**config.mk**
```make
export PLATFORM = sky130hd
export DESIGN_NAME = drop_shadow_tile_packer_unit
export DESIGN_NICKNAME = d
export VERILOG_FILES = /design/src/hw/rtl/dstp_pkg.sv /design/src/hw/rtl/dstp_line_store.sv /design/src/hw/rtl/dstp_position.sv /design/src/hw/rtl/drop_shadow_tile_packer_unit.sv
export SDC_FILE = /design/constraint.sdc
export NUM_CORES = 1
export LEC_CHECK = 0
export ABC_AREA = 1
export BUFFER_PORTS_ARGS = -buffer_cell sky130_fd_sc_hd__buf_2
export CORE_MARGIN = 2
export CORE_UTILIZATION = 60
export DETAILED_ROUTE_END_ITERATION = 10
export PLACE_DENSITY_LB_ADDON = 0.3
export RECOVER_POWER = 100
export SLEW_MARGIN = 20
export SYNTH_ARGS = -nofsm -noshare
export SYNTH_HDL_FRONTEND = slang
export SYNTH_SLANG_ARGS = --single-unit
export TNS_END_PERCENT = 20
```
**constraint.sdc**
```tcl
create_clock -name clk -period 3.09 [get_ports clk]
set_input_delay 0.618 -clock clk [delete_from_list [all_inputs] [get_ports clk]]
set_output_delay 0.618 -clock clk [all_outputs]
set_load 0.02 [all_outputs]
```
**src/hw/rtl/dstp_pkg.sv**
```systemverilog
// Shared constants, types and register codes for the drop-shadow tile packer.
package dstp_pkg;

	// Band geometry (whole 8x8 tiles expected)
	localparam int BAND_WIDTH     = 256;
	localparam int BAND_HEIGHT    = 48;
	localparam int TILE_SIDE      = 8;
	localparam int TILE_SHIFT     = 3;
	localparam int TILE_BYTE_SHIFT = 5;
	localparam int TILES_PER_ROW  = BAND_WIDTH / TILE_SIDE;

	// Field and counter widths
	localparam int COL_W       = $clog2(BAND_WIDTH);
	localparam int ROW_W       = $clog2(BAND_HEIGHT);
	localparam int COLOUR_W    = 4;
	localparam int BYTE_W      = 2 * COLOUR_W;
	localparam int ADDR_W      = 13;
	localparam int ADDR_FULL_W = $clog2(BAND_WIDTH * BAND_HEIGHT / 2);
	localparam int ADDR_CALC_W = (ADDR_FULL_W > ADDR_W) ? ADDR_FULL_W : ADDR_W;
	localparam int CFG_IDX_W   = 1;

	typedef logic [COLOUR_W-1:0] colour_t;

	localparam colour_t INK_RESET    = colour_t'(15);
	localparam colour_t SHADOW_RESET = colour_t'(14);

	// Configuration register indexes
	typedef enum logic [CFG_IDX_W-1:0] {
		REG_INK_COLOUR    = CFG_IDX_W'(0),
		REG_SHADOW_COLOUR = CFG_IDX_W'(1)
	} cfg_reg_t;

	// Position of the pixel being accepted, with derived flags and address
	typedef struct packed {
		logic [COL_W-1:0]  col;
		logic [ROW_W-1:0]  row;
		logic              first_col;
		logic              first_row;
		logic              last_pixel;
		logic [ADDR_W-1:0] byte_addr;
	} pos_t;

endpackage

```
**src/hw/rtl/dstp_line_store.sv**
```systemverilog
// One-row line store: synchronous read-first RAM holding the previous row's ink bits.
module dstp_line_store (
	input  logic                      clk,
	input  logic                      en,
	input  logic [dstp_pkg::COL_W-1:0] addr,
	input  logic                      wr_bit,
	output logic                      rd_bit
);

	logic mem [dstp_pkg::BAND_WIDTH];
	logic rd_q;

	// Read the old bit above this column, then replace it with this row's bit
	always_ff @(posedge clk) begin
		if (en) begin
			rd_q      <= mem[addr];
			mem[addr] <= wr_bit;
		end
	end

	assign rd_bit = rd_q;

endmodule

```
**src/hw/rtl/dstp_position.sv**
```systemverilog
// Column and row counters with the tile-order byte address of the current pixel.
module dstp_position (
	input  logic                clk,
	input  logic                arst_n,
	input  logic                advance,
	input  logic                frame_start,
	output dstp_pkg::pos_t      pos
);

	logic [dstp_pkg::COL_W-1:0]       col_q;
	logic [dstp_pkg::ROW_W-1:0]       row_q;
	logic [dstp_pkg::COL_W-1:0]       cur_col;
	logic [dstp_pkg::ROW_W-1:0]       cur_row;
	logic                             col_end;
	logic                             row_end;
	logic [dstp_pkg::ADDR_CALC_W-1:0] tile_idx;
	logic [dstp_pkg::ADDR_CALC_W-1:0] addr_full;

	// Band start overrides the stored position
	assign cur_col = frame_start ? '0 : col_q;
	assign cur_row = frame_start ? '0 : row_q;
	assign col_end = (cur_col == dstp_pkg::COL_W'(dstp_pkg::BAND_WIDTH - 1));
	assign row_end = (cur_row == dstp_pkg::ROW_W'(dstp_pkg::BAND_HEIGHT - 1));

	// Tile-order address: tile*32 + row_in_tile*4 + pair_in_row
	always_comb begin
		tile_idx = dstp_pkg::ADDR_CALC_W'(cur_row >> dstp_pkg::TILE_SHIFT)
			* dstp_pkg::ADDR_CALC_W'(dstp_pkg::TILES_PER_ROW)
			+ dstp_pkg::ADDR_CALC_W'(cur_col >> dstp_pkg::TILE_SHIFT);
		addr_full = (tile_idx << dstp_pkg::TILE_BYTE_SHIFT)
			| dstp_pkg::ADDR_CALC_W'({cur_row[2:0], cur_col[2:1]});
	end

	always_comb begin
		pos.col        = cur_col;
		pos.row        = cur_row;
		pos.first_col  = (cur_col == '0);
		pos.first_row  = (cur_row == '0);
		pos.last_pixel = col_end && row_end;
		pos.byte_addr  = addr_full[dstp_pkg::ADDR_W-1:0];
	end

	// Step in raster order, wrapping at row and band ends
	always_ff @(posedge clk or negedge arst_n) begin
		if (!arst_n) begin
			col_q <= '0;
			row_q <= '0;
		end else if (advance) begin
			if (col_end) begin
				col_q <= '0;
				row_q <= row_end ? '0 : cur_row + dstp_pkg::ROW_W'(1);
			end else begin
				col_q <= cur_col + dstp_pkg::COL_W'(1);
				row_q <= cur_row;
			end
		end
	end

	// An accepted band start leaves the counters at the second pixel of row zero
	a_band_start_pos: assert property (@(posedge clk) disable iff (!arst_n)
		advance && frame_start |=> col_q == dstp_pkg::COL_W'(1) && row_q == '0)
		else $error("position not restarted by band start");

endmodule

```
**src/hw/rtl/drop_shadow_tile_packer_unit.sv**
```systemverilog
// Top level: glyph pixels in, drop-shadowed 4bpp tile bytes out.
//
//  channel | signals                                  | direction
//  --------+------------------------------------------+----------
//  pixel   | in_valid, in_ready, pixel_ink, frame_start | in
//  byte    | out_valid, out_ready, packed_byte,       | out
//          | byte_address, band_done                  |
//  config  | cfg_we, cfg_index, cfg_data              | in
//
// One pixel per cycle if in_ready; a byte is valid the cycle after an odd-column pixel.
// Each pixel reads and rewrites its line store entry in its accept cycle; the read-back
// bit serves as the above-left neighbor of the next pixel.
// Reset zeroes the counters and loads the colour resets; the line store is not cleared.
// Pixels stall only while a finished byte sits unread in the output register.
module drop_shadow_tile_packer_unit (
	input  logic                               clk,
	input  logic                               arst_n,
	input  logic                               in_valid,
	output logic                               in_ready,
	input  logic                               pixel_ink,
	input  logic                               frame_start,
	output logic                               out_valid,
	input  logic                               out_ready,
	output logic [dstp_pkg::BYTE_W-1:0]        packed_byte,
	output logic [dstp_pkg::ADDR_W-1:0]        byte_address,
	output logic                               band_done,
	input  logic                               cfg_we,
	input  logic [dstp_pkg::CFG_IDX_W-1:0]     cfg_index,
	input  logic [dstp_pkg::COLOUR_W-1:0]      cfg_data
);

	localparam logic [dstp_pkg::ADDR_W-1:0] LAST_ADDR =
		dstp_pkg::ADDR_W'(dstp_pkg::BAND_WIDTH * dstp_pkg::BAND_HEIGHT / 2 - 1);

	dstp_pkg::colour_t                ink_q;
	dstp_pkg::colour_t                shadow_q;
	dstp_pkg::colour_t                held_q;
	dstp_pkg::colour_t                colour;
	dstp_pkg::pos_t                   pos;
	logic                             accept;
	logic                             above_left;
	logic                             out_valid_q;
	logic [dstp_pkg::BYTE_W-1:0]      byte_q;
	logic [dstp_pkg::ADDR_W-1:0]      addr_q;
	logic                             done_q;

	assign in_ready = !out_valid_q || out_ready;
	assign accept   = in_valid && in_ready;

	// Configuration registers
	always_ff @(posedge clk or negedge arst_n) begin
		if (!arst_n) begin
			ink_q    <= dstp_pkg::INK_RESET;
			shadow_q <= dstp_pkg::SHADOW_RESET;
		end else if (cfg_we) begin
			case (dstp_pkg::cfg_reg_t'(cfg_index))
				dstp_pkg::REG_INK_COLOUR:    ink_q    <= cfg_data;
				dstp_pkg::REG_SHADOW_COLOUR: shadow_q <= cfg_data;
				default: ;
			endcase
		end
	end

	dstp_position u_position (
		.clk         (clk),
		.arst_n      (arst_n),
		.advance     (accept),
		.frame_start (frame_start),
		.pos         (pos)
	);

	dstp_line_store u_line_store (
		.clk    (clk),
		.en     (accept),
		.addr   (pos.col),
		.wr_bit (pixel_ink),
		.rd_bit (above_left)
	);

	// Colour pick: ink, else shadow from the above-left bit, else transparent
	always_comb begin
		if (pixel_ink)
			colour = ink_q;
		else if (!pos.first_col && !pos.first_row && above_left)
			colour = shadow_q;
		else
			colour = '0;
	end

	// Left pixel of each pair waits here
	always_ff @(posedge clk) begin
		if (accept && !pos.col[0])
			held_q <= colour;
	end

	// Output register
	always_ff @(posedge clk or negedge arst_n) begin
		if (!arst_n) begin
			out_valid_q <= 1'b0;
		end else if (accept && pos.col[0]) begin
			out_valid_q <= 1'b1;
		end else if (out_ready) begin
			out_valid_q <= 1'b0;
		end
	end

	always_ff @(posedge clk) begin
		if (accept && pos.col[0]) begin
			byte_q <= {colour, held_q};
			addr_q <= pos.byte_addr;
			done_q <= pos.last_pixel;
		end
	end

	assign out_valid    = out_valid_q;
	assign packed_byte  = byte_q;
	assign byte_address = addr_q;
	assign band_done    = done_q;

	// Full output register holds off new pixels
	a_hold_when_full: assert property (@(posedge clk) disable iff (!arst_n)
		out_valid_q && !out_ready |-> !in_ready)
		else $error("pixel taken while byte stalled");

	// Band end always lands on the last byte of tile data
	a_done_addr: assert property (@(posedge clk) disable iff (!arst_n)
		out_valid_q && done_q |-> addr_q == LAST_ADDR)
		else $error("band end at wrong address");

	// A new byte only follows an accepted odd-column pixel
	a_byte_source: assert property (@(posedge clk) disable iff (!arst_n)
		$rose(out_valid_q) |-> $past(accept && pos.col[0]))
		else $error("byte appeared without pixel pair");

endmodule

```
==> implementation parameters <==
Parameter                              Value

CTS
  Clock-pin slew on the worst setup and hold paths ... 0.06 ns
  CTS buffer count ... 30
  CTS tree ... done
  Count of hold-fix buffers inserted at cts ... 0
  Maximum buffer depth of the clock tree ... 3
  Setup bufs post-CTS ... 0
  Master cell of the clock root buffer ... clkbuf_16
  Total number of H-tree levels ... 1
  Skew-Pair Late Insertion Delay ... 0.56 ns
  Resized Gates After CTS ... 0
  Sink Count ... 306

GRT
  Number of global-route vias before repair ... 9793
  Number of antenna violations at the first check in global routing ... 0
  GRT Residual Overflow ... 0
  Total routing usage reported by global routing ... 28.83%
  Pin count of the biggest net entering global routing ... 103
  First-pass GRT wire length ... 53.32 mm

Routing
  Residual antenna-violating net count after detailed routing ... 0
  Vias per cell ... 5.638
  Wirelength per Cell ... 18.72 um
  Total via count in the routed design ... 10550
  Drt first-iter violations ... 1314
  Post-detailed-routing wire length ... 35.03 mm
  Number of detailed-route iterations in the first pass ... 5
  Drt drc ... 0

Final layout
  Nets ... 1548
  Fill count ... 1785
  Share of layout cells above drive strength 1 ... 6.932%
  Area growth from synthesis to layout ... 10.42%
  Number of antenna repair diodes ... 0
  Final Non-Filler Cells ... 1871

STA
  Fmax ... 363.8 MHz
  Part of the cycle the worst path needs ... 88.96%
  Slew Limit Fails ... 101
  Unrepaired setup endpoints after global routing ... false
  Relative slew margins ... -18.49%
  Shortest period the worst path allows ... 2.749 ns
  Accumulated negative setup slack ... 0 ns
  Number of endpoints with negative hold slack in the final report ... 0
  Least-Margin Pin Slew ... 1.777 ns
  # setup viols final ... 0
  Setup skew after layout ... 0.009953 ns

Worst setup path
  CP max-delay cell ... inv_2
  Critical path data required time ... 3.50 ns
  Worst Path Max Fanout ... 15
  Setup slack of the most critical reg-to-reg path ... 0.36 ns
  R2r worst-path depth ... 9
  Delay contributed by the slowest stage of the critical path ... 0.28 ns
  Origin of the worst setup path ... frame_start
  Nature of the critical path startpoint ... primary input
  Crit Reg-Reg Endpoint ... u_line_store.mem[117]
  Worst setup path endpoint ... u_position.row_q[3]
  Crit path max-delay family ... simple AND/OR/NAND/NOR gates
  Start-to-end type of the worst setup path ... in -> reg
  Buffers and inverters on the worst path ... 4
  Worst endpoint data arrival time ... 3.16 ns
  Ordered list of cells on the worst path ... clkbuf_1 -> inv_2 -> nand2_1 -> nor2_4 -> nand2_4 -> nor2_1 -> nand2_1 -> nor2_8 -> inv_1 -> nor2_4 -> nor2_1 -> inv_2 -> a21oi_1 -> o21ai_1 -> o21ai_0
  Critical path endpoint category ... register
  Worst R2R Start ... u_position.col_q[5]
  Stages on the worst setup path ... 15

Yosys
  Synthesized instance count ... 1501
  Unique cell type count in the Yosys netlist ... 31
  Number of enable flip-flop cells after synthesis ... 283
  Leading cell type by number of instances after synthesis ... nand2_1
  Fraction of registers with async set or reset after synthesis ... 7.516%
  Sequential element share of the synthesized area ... 64.81%
  Number of flip-flops and latches in the synthesized netlist ... 306
  Post-synthesis area per instance ... 9.336 um2
  Number of nets produced by synthesis ... 1515
  Yosys synthesis warning count ... 0
  Area leader, netlist ... edfxtp_1
  Main flop type after synthesis ... edfxtp_1
  Area share of the largest cell type after synthesis ... 60.64%
  Cell area after synthesis ... 14010 um2
  Commonest cells in the netlist ... 548 x nand2_1, 325 x nor2_1, 283 x edfxtp_1, 82 x nand3_1, 58 x inv_1
  Cell types occupying the most area after synthesis ... edfxtp_1 61%, nand2_1 15%, nor2_1 8.7%, nand3_1 2.9%, dfrtp_1 2.9%

Floorplanning
  Core Box Area ... 22780 um2
  Std-Cell Rows ... 55
  Chip Width ... 156.8 um
  Top-Level Pins ... 36
  Height of the die ... 156.8 um
  Starting density of the core ... 61.52%
  Area of the die ... 24590 um2

Power
  Total chip power ... 9.370 mW
  Total power per unit cell area ... 605.5 nW/um2
  Leakage Power ... 5.836 nW
  Peak supply drop ... 0.4096 mV

Worst hold path
  Tightest Hold Check Type ... in -> reg
  Hold-critical path depth ... 3

Placement
  Placed wire-length estimate after detailed placement ... 21.46 mm
  Number of port buffers ... 35
  Final Wtd Congestion ... 0.9732
  DP Cell Count ... 1815

Job
  Total of max-cap violations ... 1

Outcome
  Status ... complete, but fails checks
  Failing checks ... max-capacitance violations, max-slew violations
-- worst reg2reg max path, stage by stage (launching register included) --
cell      delay [ns]
dfrtp_1         0.45
inv_1           0.09
nor2_1          0.50
inv_1           0.18
nor2_1          0.17
inv_1           0.14
nor2_1          0.24
nand2_1         0.15
clkbuf_1        0.30
nor2_1          0.21
-- layout by cell type (no fill, tap or decap), types with 2 or more instances in the layout --
| cell | n |
|---|---|
| a21oi_1 | 14 |
| buf_12 | 6 |
| buf_2 | 8 |
| buf_4 | 23 |
| clkbuf_1 | 48 |
| clkbuf_16 | 32 |
| clkbuf_2 | 4 |
| clkbuf_8 | 3 |
| clkinv_1 | 7 |
| clkinv_2 | 4 |
| dfrtp_1 | 16 |
| dfstp_1 | 2 |
| dfstp_2 | 5 |
| edfxtp_1 | 283 |
| ha_1 | 2 |
| inv_1 | 61 |
| inv_2 | 5 |
| nand2_1 | 551 |
| nand2_2 | 2 |
| nand2_4 | 2 |
| nand3_1 | 82 |
| nand4_1 | 9 |
| nor2_1 | 330 |
| nor2_2 | 5 |
| nor2_4 | 4 |
| nor2_8 | 2 |
| nor3_1 | 4 |
| o21ai_0 | 29 |
| o21ai_1 | 3 |
| o22ai_1 | 3 |
| xor2_1 | 2 |
-- per-stage QoR --
| step | setup slack, ns | cell area (um2) | utilization (%) | hold slack [ns] |
|---|---|---|---|---|
| 2_1_floorplan | 0.4459 | 14010 | - | 0.3224 |
| 3_3_place_gp | 0.2026 | 14660 | 64.38 | 0.4074 |
| 3_5_place_dp | 0.1797 | 14660 | 64.38 | 0.4142 |
| 4_1_cts | 0.4791 | 15620 | 68.56 | 0.04694 |
| 5_1_grt | 0.1891 | 15470 | 67.93 | 0.3026 |
| 6_report | 0.3411 | 15470 | 67.93 | 0.2919 |
-- registers in the layout, indices dropped and copies added (netlist names) --
| name | cells |
|---|---|
| u_line_store.mem | 256 |
| byte_address | 13 |
| packed_byte | 8 |
| u_position.col_q | 8 |
| u_position.row_q | 6 |
| held_q | 4 |
| ink_q | 4 |
| shadow_q | 4 |
| band_done | 1 |
| out_valid | 1 |
| u_line_store.rd_bit | 1 |
-- worst min-delay path by stage --
stage               slack, ns        start                   to
finish                   0.29  cfg_data[2]             ink_q[2]
global route             0.30  cfg_data[2]             ink_q[2]
CTS                      0.05       arst_n  u_position.col_q[6]
detailed placement       0.41    held_q[1]       packed_byte[1]
global placement         0.41    held_q[0]       packed_byte[0]
floorplan                0.32       arst_n            out_valid
-- per-layer routing --
layer  track usage, %  vias to the layer above  share of wire [%]
met5                0                        -                  0
met2            46.01                      572                 47
met4            13.24                        0                4.4
li1                 -                     4925                  -
met3            3.988                      107                9.9
met1            39.70                     4944                 39
-- cell type report --
class / count / area, um2 / share of cell area, %
repair buffers: 78 / 491.7 / 3.178
inverters: 68 / 255.2 / 1.650
multi-input cells: 1050 / 4300 / 27.79
well taps: 313 / 391.6 / 2.531
flip-flops and latches: 306 / 9082 / 58.70
clock inverters: 10 / 68.82 / 0.4447
clock buffers: 46 / 883.3 / 5.709
-- power breakdown --
part / switching [mW] / internal, mW
clock network: 1.48 / 2.04
registers: 0.0469 / 4.61
logic: 0.897 / 0.301
total: 2.42 / 6.95
-- kinds of logic after synthesis --
family / share of synthesized area [%]
AO/OA/AOI/OAI: 2.036
XOR/XNOR: 0.1875
adder cells (fa/ha/maj): 0.1785
buffers and inverters: 4.330
flip-flops: 64.81
AND/OR/NAND/NOR: 28.46
Power figures use the tool's default switching activity.
